File: config.mk
export PLATFORM = sky130hd
export DESIGN_NAME = multiword_integer_alu_unit
export DESIGN_NICKNAME = d
export VERILOG_FILES = /design/src/rtl/mwalu_pkg.sv /design/src/rtl/multiword_integer_alu_unit.sv
export SDC_FILE = /design/constraint.sdc
export NUM_CORES = 1
export LEC_CHECK = 0
export BUFFER_PORTS_ARGS = -buffer_cell sky130_fd_sc_hd__clkbuf_2
export CORE_UTILIZATION = 40
export DETAILED_ROUTE_END_ITERATION = 7
export MAX_ROUTING_LAYER = met4
export SYNTH_ARGS = -nofsm -noshare
export SYNTH_HDL_FRONTEND = slang
export SYNTH_SLANG_ARGS = --single-unit
File: constraint.sdc
create_clock -name aclk -period 7.6 [get_ports aclk]
set_input_delay 0.76 -clock aclk [delete_from_list [all_inputs] [get_ports aclk]]
set_output_delay 0.76 -clock aclk [all_outputs]
set_load 0.03 [all_outputs]
File: src/rtl/mwalu_pkg.sv
package mwalu_pkg;

    // default operand width in bytes
    localparam int DEF_WIDTH_BYTES = 4;

    // operation codes carried on the input tuser
    localparam logic [2:0] OP_ADD = 3'd0;
    localparam logic [2:0] OP_NEG = 3'd1;
    localparam logic [2:0] OP_CMP = 3'd2;
    localparam logic [2:0] OP_MUL = 3'd3;
    localparam logic [2:0] OP_DIV = 3'd4;

    // compare outcome codes
    localparam logic [1:0] ORD_EQ = 2'd0;
    localparam logic [1:0] ORD_LT = 2'd1;
    localparam logic [1:0] ORD_GT = 2'd2;

    // microprogram addresses
    typedef logic [2:0] upc_t;
    localparam upc_t A_FETCH = 3'd0;
    localparam upc_t A_ADD   = 3'd1;
    localparam upc_t A_NEG   = 3'd2;
    localparam upc_t A_CMP   = 3'd3;
    localparam upc_t A_MUL   = 3'd4;
    localparam upc_t A_DIV   = 3'd5;
    localparam upc_t A_EMIT  = 3'd6;
    localparam upc_t A_SPARE = 3'd7;

    // datapath operation of one microstep
    typedef enum logic [2:0] {
        UOP_NONE,
        UOP_LOAD,
        UOP_ADD,
        UOP_NEG,
        UOP_CMP,
        UOP_MUL,
        UOP_DIV,
        UOP_EMIT
    } uop_t;

    // sequencing of one microstep
    typedef enum logic [1:0] {
        BR_DISPATCH,
        BR_JUMP,
        BR_LOOP,
        BR_EMIT
    } br_t;

    typedef struct packed {
        uop_t uop;
        br_t  br;
        upc_t target;
    } ctrl_t;

    // microprogram rom
    function automatic ctrl_t urom(input upc_t addr);
        ctrl_t w;
        unique case (addr)
            A_FETCH: w = '{uop: UOP_LOAD, br: BR_DISPATCH, target: A_FETCH};
            A_ADD:   w = '{uop: UOP_ADD,  br: BR_JUMP,     target: A_EMIT};
            A_NEG:   w = '{uop: UOP_NEG,  br: BR_JUMP,     target: A_EMIT};
            A_CMP:   w = '{uop: UOP_CMP,  br: BR_JUMP,     target: A_EMIT};
            A_MUL:   w = '{uop: UOP_MUL,  br: BR_LOOP,     target: A_EMIT};
            A_DIV:   w = '{uop: UOP_DIV,  br: BR_LOOP,     target: A_EMIT};
            A_EMIT:  w = '{uop: UOP_EMIT, br: BR_EMIT,     target: A_FETCH};
            A_SPARE: w = '{uop: UOP_NONE, br: BR_JUMP,     target: A_FETCH};
        endcase
        return w;
    endfunction

    // entry point of each operation; unknown codes go straight to the result
    function automatic upc_t dispatch(input logic [2:0] op);
        upc_t a;
        unique case (op)
            OP_ADD:  a = A_ADD;
            OP_NEG:  a = A_NEG;
            OP_CMP:  a = A_CMP;
            OP_MUL:  a = A_MUL;
            OP_DIV:  a = A_DIV;
            default: a = A_EMIT;
        endcase
        return a;
    endfunction

endpackage

File: src/rtl/multiword_integer_alu_unit.sv
// Integer arithmetic unit on WIDTH_BYTES*8-bit unsigned numbers: add, negate A, unsigned
// compare, low product (MSB-first shift-and-add) and restoring division with quotient and
// remainder (divide by zero gives an all-ones quotient and the numerator as remainder).
// Operands enter on 32-bit fields and are cut or zero-extended to the working width; the
// result fields are 32 bits wide and is_negative is the top bit of the working result.
// One item is worked on at a time under a small microprogram. Add, negate and compare
// pass through fetch, one work step and the result step; unknown op codes skip the work
// step. Multiply and divide run one shift-add or compare-subtract step per operand bit
// in a single shared datapath between fetch and the result step.
// The finished item sits in an output register, so the next item can be accepted while it
// waits to be taken; if that register is still full when the next result is ready, the
// unit waits at its result step until the held item is taken.
module multiword_integer_alu_unit
    import mwalu_pkg::*;
#(
    parameter int WIDTH_BYTES = DEF_WIDTH_BYTES
) (
    input  logic        aclk,
    input  logic        aresetn,
    input  logic        s_axis_tvalid,
    output logic        s_axis_tready,
    input  logic [63:0] s_axis_tdata,   // operand_a [31:0], operand_b [63:32]
    input  logic [2:0]  s_axis_tuser,   // op [2:0]
    output logic        m_axis_tvalid,
    input  logic        m_axis_tready,
    output logic [71:0] m_axis_tdata,   // main_result [31:0], remainder [63:32], order [65:64]
    output logic [0:0]  m_axis_tuser    // is_negative [0]
);

    localparam int NUM_BITS = WIDTH_BYTES * 8;
    localparam int EXT_W    = (NUM_BITS > 32) ? NUM_BITS : 32;
    localparam int CNT_W    = $clog2(NUM_BITS);

    localparam logic [CNT_W-1:0] CNT_LAST = CNT_W'(NUM_BITS - 1);

    // sequencer state
    upc_t             upc_reg, upc_next;
    logic [CNT_W-1:0] cnt_reg, cnt_next;
    ctrl_t            ctrl;

    // datapath registers
    logic [NUM_BITS-1:0] a_reg, a_next;
    logic [NUM_BITS-1:0] b_reg, b_next;
    logic [NUM_BITS-1:0] acc_reg, acc_next;
    logic [NUM_BITS-1:0] rem_reg, rem_next;
    logic [1:0]          ord_reg, ord_next;

    // output register
    logic        out_valid_reg;
    logic [31:0] out_main_reg;
    logic [31:0] out_rem_reg;
    logic [1:0]  out_ord_reg;
    logic        out_neg_reg;

    logic                in_acc;
    logic                out_free;
    logic                emit;
    logic [EXT_W-1:0]    a_in_ext, b_in_ext, acc_ext, rem_ext;
    logic [NUM_BITS-1:0] a_in, b_in;
    logic [NUM_BITS-1:0] mul_add;
    logic [NUM_BITS-1:0] rem_sh;
    logic                div_take;

    assign ctrl = urom(upc_reg);

    // input fields to working width
    assign a_in_ext = EXT_W'(s_axis_tdata[31:0]);
    assign b_in_ext = EXT_W'(s_axis_tdata[63:32]);
    assign a_in     = a_in_ext[NUM_BITS-1:0];
    assign b_in     = b_in_ext[NUM_BITS-1:0];

    assign s_axis_tready = (upc_reg == A_FETCH);
    assign in_acc        = s_axis_tvalid && s_axis_tready;
    assign out_free      = !out_valid_reg || m_axis_tready;
    assign emit          = (ctrl.uop == UOP_EMIT) && out_free;

    // step counter and next microprogram address
    always_comb begin
        upc_next = upc_reg;
        cnt_next = cnt_reg;
        unique case (ctrl.br)
            BR_DISPATCH: begin
                if (in_acc) begin
                    upc_next = dispatch(s_axis_tuser);
                    cnt_next = CNT_LAST;
                end
            end
            BR_JUMP: upc_next = ctrl.target;
            BR_LOOP: begin
                if (cnt_reg == '0) begin
                    upc_next = ctrl.target;
                end else begin
                    cnt_next = cnt_reg - 1'b1;
                end
            end
            BR_EMIT: begin
                if (out_free) begin
                    upc_next = ctrl.target;
                end
            end
        endcase
    end

    // shift-add and compare-subtract steps
    assign mul_add  = {acc_reg[NUM_BITS-2:0], 1'b0} + (b_reg[NUM_BITS-1] ? a_reg : '0);
    assign rem_sh   = {rem_reg[NUM_BITS-2:0], a_reg[NUM_BITS-1]};
    assign div_take = rem_reg[NUM_BITS-1] || (rem_sh >= b_reg);

    // datapath next values
    always_comb begin
        a_next   = a_reg;
        b_next   = b_reg;
        acc_next = acc_reg;
        rem_next = rem_reg;
        ord_next = ord_reg;
        unique case (ctrl.uop)
            UOP_LOAD: begin
                if (in_acc) begin
                    a_next   = a_in;
                    b_next   = b_in;
                    acc_next = '0;
                    rem_next = '0;
                    ord_next = ORD_EQ;
                end
            end
            UOP_ADD: acc_next = a_reg + b_reg;
            UOP_NEG: acc_next = '0 - a_reg;
            UOP_CMP: begin
                if (a_reg == b_reg) begin
                    ord_next = ORD_EQ;
                end else if (a_reg < b_reg) begin
                    ord_next = ORD_LT;
                end else begin
                    ord_next = ORD_GT;
                end
            end
            UOP_MUL: begin
                acc_next = mul_add;
                b_next   = {b_reg[NUM_BITS-2:0], 1'b0};
            end
            UOP_DIV: begin
                a_next   = {a_reg[NUM_BITS-2:0], 1'b0};
                acc_next = {acc_reg[NUM_BITS-2:0], div_take};
                rem_next = div_take ? (rem_sh - b_reg) : rem_sh;
            end
            UOP_NONE, UOP_EMIT: ;
        endcase
    end

    // sequencer registers
    always_ff @(posedge aclk) begin
        if (!aresetn) begin
            upc_reg <= A_FETCH;
            cnt_reg <= '0;
        end else begin
            upc_reg <= upc_next;
            cnt_reg <= cnt_next;
        end
    end

    // datapath registers
    always_ff @(posedge aclk) begin
        a_reg   <= a_next;
        b_reg   <= b_next;
        acc_reg <= acc_next;
        rem_reg <= rem_next;
        ord_reg <= ord_next;
    end

    // result fields to port width
    assign acc_ext = EXT_W'(acc_reg);
    assign rem_ext = EXT_W'(rem_reg);

    // output register
    always_ff @(posedge aclk) begin
        if (!aresetn) begin
            out_valid_reg <= 1'b0;
        end else if (emit) begin
            out_valid_reg <= 1'b1;
        end else if (m_axis_tready) begin
            out_valid_reg <= 1'b0;
        end
    end

    always_ff @(posedge aclk) begin
        if (emit) begin
            out_main_reg <= acc_ext[31:0];
            out_rem_reg  <= rem_ext[31:0];
            out_ord_reg  <= ord_reg;
            out_neg_reg  <= acc_reg[NUM_BITS-1];
        end
    end

    assign m_axis_tvalid = out_valid_reg;
    assign m_axis_tdata  = {6'd0, out_ord_reg, out_rem_reg, out_main_reg};
    assign m_axis_tuser  = out_neg_reg;

endmodule

* Word-level counts from Yosys, hierarchy flattened *
Memory sizes are Yosys's and may differ from the RTL's. A register that Yosys moved wholly into a read port is not among the register bits.
Index checks and enable logic that the tools add are counted.
W data, S select, Z words.

cells by class
  reduce and logical (&&, ||, !) cells = 21
  equality and inequality tests = 20
  add/sub/neg operators = 5
  muxes and demuxes = 25
  $lt $le $gt $ge = 2

operators with widths
  operator                 number
  $pmux W32 S2             3
  $mux W32                 5
  $pmux W32 S5             1
  $add A32 B32 Y32         2
  $eq A32 B32 Y1           1
  $ge A32 B32 Y1           1
  $lt A32 B32 Y1           1
  $sub A1 B32 Y32 const A  1
  $sub A32 B32 Y32         1
  $eq A3 B3 Y1 const B     5
  $mux W3                  5
  $pmux W3 S5              1
  $eq A3 B2 Y1 const B     4
  $pmux W3 S4              1
  $mux W5                  2
  $ne A2 B2 Y1 const B     5
  $pmux W5 S2              1
  $reduce_bool A2 Y1       5
  $reduce_and A2 Y1        4
  $eq A3 B1 Y1 const B     2
  $logic_not A3 Y1         2
  $mux W2                  3
  $reduce_and A3 Y1        2
  $logic_not A5 Y1         1
  10 further kinds         14

word-level totals
  memories kept = 1
  ROM bits = 56
  register bits after elaboration = 206
  word-level logic and storage cells = 86
  input bits = 71

memory list
  memory            words  bits a word  read ports  clocked after memory_dff  wr ports  line             text
  (name not given)  8      7            1           1                         0         mwalu_pkg.sv:58  unique case (addr)

* Longest topological paths before layout *
Gate-level depths: netlist of the first run.

  depth in word-level cells = 6
  depth in mapped cells = 15
  gate-level depth less buffers = 14

* Worst setup path before layout of the first run *
OpenSTA, ideal clock, no wires.

  path type = register to register
  from = register upc_reg[1]
  to = register a_reg[0] (enable)
  path buffers = 0
  setup slack = 1240 ps
  clock period less this slack = 6360 ps
  stages on the path, launching flop included = 4
  data required time = 7026 ps
  data arrival time = 5785 ps
  library setup time = 574 ps
  cell sequence = dfxtp_1 > nor3_1 > nand2_1 > o21ai_0

on the way
  cells in the longest elaborated chain, start to end = 4

RTL lines
  element                      line                               text
  from (decl)                  multiword_integer_alu_unit.sv:37   upc_t upc_reg, upc_next;
  from (signal assigned)       multiword_integer_alu_unit.sv:156  upc_reg <= upc_next;
  $logic_not A3 Y1             multiword_integer_alu_unit.sv:72   assign s_axis_tready = (upc_reg == A_FETCH);
  named net s_axis_tready      multiword_integer_alu_unit.sv:21   output logic s_axis_tready,
  $logic_and A1 B1 Y1          multiword_integer_alu_unit.sv:73   assign in_acc = s_axis_tvalid && s_axis_tready;
  $ne A2 B2 Y1 (no line)       n/a
  $reduce_and A2 Y1 (no line)  n/a
  to (signal assigned)         multiword_integer_alu_unit.sv:163  a_reg <= a_next;
  to (decl)                    multiword_integer_alu_unit.sv:42   logic [NUM_BITS-1:0] a_reg, a_next;

The timed path passes the listed nets, and every way through them passes these cells.
A chain may end at the register's enable or synchronous reset.

* Worst setup path after layout of the first run *
  from = register b_reg[31]
  to = register acc_reg[31] (netlist: acc_ext[31]), data pin

on the way
  cells in the longest elaborated chain, start to end = 3

RTL lines
  element                 line                               text
  from (decl)             multiword_integer_alu_unit.sv:43   logic [NUM_BITS-1:0] b_reg, b_next;
  from (signal assigned)  multiword_integer_alu_unit.sv:164  b_reg <= b_next;
  $mux W32                multiword_integer_alu_unit.sv:105  assign mul_add = {acc_reg[NUM_BITS-2:0], 1'b0} + (b_reg[NUM_BITS-1] ? a_reg : '0);
  $add A32 B32 Y32        multiword_integer_alu_unit.sv:105
  $pmux W32 S5 (*)        multiword_integer_alu_unit.sv:116  unique case (ctrl.uop)
  named net acc_next[31]  multiword_integer_alu_unit.sv:44   logic [NUM_BITS-1:0] acc_reg, acc_next;
  to (signal assigned)    multiword_integer_alu_unit.sv:165  acc_reg <= acc_next;
  to (decl)               multiword_integer_alu_unit.sv:44

The timed path passes the listed nets; every way through them passes the cells marked *.

==> flow_metrics.tcl, run 1 <==
set metrics [dict create \
    clockBufferDepth 3 \
    fmax_mhz 231 \
    critPathLaunch "b_reg[31]$_DFFE_PP_" \
    insertion_delay_ns 0.54 \
    grt_use_met1 0.318 \
    skew_ns 0.0109 \
    synth_xor_xnor_area_share 0.0616 \
    post_cts_resized 0 \
    yosys.area_share.adder 0.114 \
    synth_cells 1569 \
    grt_setup_unrepaired "no" \
    yosys-top-cells-area "edfxtp_1, ha_1, nand2_1" \
    postCtsHoldBufs 0 \
    yosysWarnings 0 \
    synth_edf_count 196 \
    power_leakage_nw 7.13 \
    final_common_cell "edfxtp_1" \
    antenna_found_initial 0 \
    end_kind "register" \
    cap_violations 0 \
    grt_max_degree 65 \
    synthFlopType "edfxtp_1" \
    r2r_slack_ns 3.27 \
    placementRows 70 \
    grt_busiest_layer "met2" \
    track_usage 0.225 \
    cts_buffers 26 \
    drt_iter0_drc 1040 \
    syn_area_per_cell_um2 9.50 \
    fin_crit_sh 0.570 \
    yosysTopAreaCellShare 0.395 \
    setup_viol 0 \
    cts.sinks 211 \
    initial_utilization 0.407 \
    layout-drive-gt1-share 0.127 \
    num_io_pins 146 \
    synth_compound_area_frac 0.183 \
    nNetsFinal 1892 \
    hold_viol 0 \
    vdd_drop_max_uv 191 \
    status "finished clean" \
    vias_per_cell 5.56 \
    area_delta_synth_final_pct 13.7 \
    rr_startpoint "b_reg[31]$_DFFE_PP_" \
    die_h_um 195 \
    use_met3 0.0288 \
    io_buffers 139 \
    power.density_mw_per_mm2 439 \
    synthDistinctLibCells 78 \
    cts_setup_buffers 0 \
    synth-simple-area-share 0.166 \
    cp-endpoint "acc_ext[31]$_DFFE_PP_" \
    drv_slew 0 \
    period_needed_ns 4.33 \
    drt_wl_total_um 41900 \
    fin_hold_ws_ns 0.420 \
    path_clk_slew_ns 0.06 \
    finalSetupTns_ns 0 \
    start_kind "register" \
    synth_mux_area_frac 0.0211 \
    slew_headroom 0.248 \
    dpl.hpwl_um 31600 \
    vias 12093 \
    crit_type "reg2reg" \
    first_global_vias 11699 \
    critical_path_required_ns 7.89 \
    antennaDiodeCount 0 \
    rr_endpoint "acc_ext[31]$_DFFE_PP_" \
    htreeDepth 1 \
    grt.overflow.total 0 \
    final_antenna_net_count 0 \
    coreArea_mm2 0.0366 \
    drc 0 \
    synthArstFlopShare 0 \
    path_max_fanout 32 \
    wl_per_cell_um 19.3 \
    reg2reg_depth 14 \
    worst_pin_slew_ns 1.13 \
    dieWidth_um 195 \
    clockRootBuffer "clkbuf_16" \
    final_cell_mix "edfxtp_1, nand2_1, clkbuf_2" \
    hold_class "reg2reg" \
    die-area_mm2 0.0381 \
    synth_top_family_by_area "compound AO/OA/AOI/OAI gates" \
    syn_area_mm2 0.0149 \
    cts_tree "built" \
    gp_congestion 0.935 \
    firstDrtPassIters 6 \
    grt_pass1_wl_um 65700 \
    gr-usage-met2 0.339 \
    yosysTopAreaCell "edfxtp_1" \
    synth-seq-area-share 0.415 \
    worst_ep_arrival_time_ns 4.62 \
    synth_seq_cells 211 \
]
worst min path at each step:
stage	start	endpoint	depth (start not counted)
5_1_grt	ord_reg[0]$_SDFFCE_PP0P_	out_ord_reg[0]$_DFFE_PP_	0
3_5_place_dp	ord_reg[0]$_SDFFCE_PP0P_	out_ord_reg[0]$_DFFE_PP_	0
2_1_floorplan	acc_ext[31]$_DFFE_PP_	out_main_reg[31]$_DFFE_PP_	0
6_report	ord_reg[0]$_SDFFCE_PP0P_	out_ord_reg[0]$_DFFE_PP_	0
4_1_cts	ord_reg[0]$_SDFFCE_PP0P_	out_ord_reg[0]$_DFFE_PP_	0
3_3_place_gp	ord_reg[0]$_SDFFCE_PP0P_	out_ord_reg[0]$_DFFE_PP_	0
per-stage QoR:
stage	worst slack (ns)	cells	util	power [mW]	instance area, µm²
final	3.27	2175	0.463	7.45	17000
after global routing	2.99	2175	0.463	8.02	17000
after CTS	3.28	2175	0.463	7.46	17000
after detailed placement	3.30	2127	0.439	6.14	16100
after global placement	3.40	2127	0.439	6.12	16100
after floorplan	1.24	1574	-	5.09	14900
area by class of cell:
class / count / area (µm²)
fill: 3561 / 19700
multi-input combinational: 1214 / 8210
sequential: 211 / 6190
timing repair buffer: 151 / 786
clock buffer: 35 / 758
tap: 468 / 586
inverter: 83 / 312
clock inverter: 13 / 126
worst max-delay path, cell delays in order, from the launching register on:
cell and delay, ns:
edfxtp_1 0.72, inv_1 0.25, nor2_1 0.07, ha_1 0.21, fa_1 0.43, a211oi_1 0.22, o31ai_1 0.14, o31ai_2 0.30
a21oi_1 0.23, a41o_1 0.31, a21o_1 0.21, a22oi_1 0.36, a22oi_1 0.14, xnor2_1 0.15, a211o_1 0.30
logic make-up after synthesis:
family          after synthesis
simple gates                513
compound gates              426
flops                       211
buf+inv                     149
fa+ha+maj                   134
xor+xnor                    104
mux                          31
other cells                   1
power breakdown:
group          internal [mW]  switching, mW  total (mW)  leakage (nW)
Clock                  0.768          0.504        1.27         0.433
Sequential              1.79          0.360        2.15          1.97
Combinational           1.56           2.48        4.03          4.73
per-layer routing:
| metal | up-vias | wire length, µm | part of all wire |
|---|---|---|---|
| met2 | 342 | 18200 | 0.44 |
| met1 | 5727 | 20300 | 0.49 |
| met4 | 0 | 980 | 0.023 |
| met3 | 63 | 2300 | 0.055 |
| met5 | - | 0 | 0 |
| li1 | 5961 | - | - |
cells in the mapped netlist (32+ instances only):
cell type and number:
edfxtp_1 196, nor2_1 113, xnor2_1 58, clkbuf_1 55
nand2_1 195, nor3_1 32, xor2_1 45, o21ai_0 111
a21o_1 45, ha_1 131, and2_1 37, inv_1 83
a21oi_1 115
Note: power is estimated with default switching activity, not from simulation.
==> inputs of run 2 (changes only) <==
Clock period 7.6 ns to 4.5 ns, I/O delays scaled along.
==> flow_metrics.tcl, run 2 (synthesized netlist as in run 1, its figures left out) <==
set metrics [dict create \
    worst_ep_arrival_time_ns 4.30 \
    worst_pin_slew_ns 1.15 \
    final_common_cell "edfxtp_1" \
    slew_headroom 0.234 \
    skew_ns 0.0135 \
    power_leakage_nw 7.14 \
    cts_tree "built" \
    power.density_mw_per_mm2 737 \
    dieWidth_um 195 \
    grt_pass1_wl_um 65000 \
    post-route-cell-area_mm2 0.0170 \
    cts_setup_buffers 0 \
    vdd_drop_max_uv 299 \
    first_global_vias 11481 \
    cts.sinks 211 \
    fin_hold_ws_ns 0.182 \
    initial_utilization 0.407 \
    dp_slack_ns 0.507 \
    stdcell_count 2181 \
    grt_max_degree 67 \
    insertion_delay_ns 0.54 \
    firstDrtPassIters 5 \
    fin_crit_sh 0.892 \
    start_kind "register" \
    critical_path_required_ns 4.79 \
    hold_class "in2reg" \
    slowest_stage "fa_1" \
    num_io_pins 146 \
    drc 0 \
    cap_violations 0 \
    clockBufferDepth 3 \
    grt_setup_unrepaired "no" \
    grt.overflow.total 0 \
    period_needed_ns 4.01 \
    drt_iter0_drc 1044 \
    cp_num_buf_inv 1 \
    layout-drive-gt1-share 0.129 \
    power_mw 12.5 \
    io_buffers 139 \
    postCtsHoldBufs 0 \
    clockRootBuffer "clkbuf_16" \
    cpPeakStageDelay_ns 0.43 \
    vias_per_cell 5.55 \
    crit_type "reg2reg" \
    drv_slew 0 \
    antenna_found_initial 0 \
    vias 12096 \
    critPathMostFrequentCell "a22oi_1" \
    fmax_mhz 249 \
    antennaDiodeCount 0 \
    gp_congestion 0.910 \
    track_usage 0.224 \
    cts_buffers 25 \
    final_cell_mix "edfxtp_1, nand2_1, clkbuf_2" \
    die-area_mm2 0.0381 \
    coreArea_mm2 0.0366 \
    crit_chain "inv_1, nor2_1, ha_1, fa_1, a211oi_1, o31ai_1, o31ai_2, a21oi_1, a41o_1, a21o_1, a22oi_1, a22oi_1, xnor2_1, a211o_1" \
    end_kind "register" \
    placedCellCount 2137 \
    status "finished clean" \
    post_cts_resized 0 \
    dpl.hpwl_um 31700 \
    setup_viol 0 \
    wl_per_cell_um 19.2 \
    die_h_um 195 \
    path_clk_slew_ns 0.06 \
    finish.utilization 0.463 \
    fin_ws_ns 0.487 \
    hold_viol 0 \
    path_max_fanout 5 \
    fillCellCount 3566 \
    crit_family "compound AO/OA/AOI/OAI gates" \
    placementRows 70 \
    final_antenna_net_count 0 \
    drt_wl_total_um 41800 \
    htreeDepth 1 \
    area_delta_synth_final_pct 13.7 \
    nNetsFinal 1901 \
    finalSetupTns_ns 0 \
    placed_cell_area_mm2 0.0162 \
]
## run 2: cell count changes in the layout (fill, tap and decap cells not counted), sizes merged
cell      before  now
buf           12   22
clkbuf       174  167
clkinv         8   10
bufinv         2    3
clkinvlp       2    1
inv           84   85
## run 2: layout make-up
class                   instances  area [µm²]  share of cell area
inverters                      83         312              0.0184
repair buffers                161         873              0.0515
clock buffers                  28         637              0.0376
multi-input cells            1214        8210               0.484
well taps                     468         586              0.0345
clock inverters                16         160             0.00944
flip-flops and latches        211        6190               0.365
## run 2: report_power, final
group          total [mW]  internal, mW  switching [mW]
logic                6.89          2.66            4.23
registers            3.60          3.02           0.584
clock network        2.01          1.19           0.822
## run 2: final timing paths
path / from / end / slack (ns) / depth (start not counted)
max reg2reg: b_reg[31]$_DFFE_PP_ / acc_ext[31]$_DFFE_PP_ / 0.49 / 14
min: s_axis_tdata[30] / a_reg[30]$_DFFE_PP_ / 0.18 / 3
max: b_reg[31]$_DFFE_PP_ / acc_ext[31]$_DFFE_PP_ / 0.49 / 14
min reg2reg: ord_reg[1]$_SDFFCE_PP0P_ / out_ord_reg[1]$_DFFE_PP_ / 0.42 / 0
## run 2: layer usage
layer	vias to the layer above	track usage	routed length [µm]	share of wire
met3	52	0.0244	2110	0.050
li1	5973	-	-	-
met5	-	-	0	0
met1	5766	0.325	20800	0.50
met2	305	0.331	17900	0.43
met4	0	0.0572	965	0.023
## run 2: worst register-to-register path, stage by stage (launching register included)
cell	delay, ns
edfxtp_1	0.42
inv_1	0.21
nor2_1	0.09
ha_1	0.22
fa_1	0.43
a211oi_1	0.25
o31ai_1	0.16
o31ai_2	0.30
a21oi_1	0.22
a41o_1	0.32
a21o_1	0.22
a22oi_1	0.35
a22oi_1	0.16
xnor2_1	0.15
a211o_1	0.29
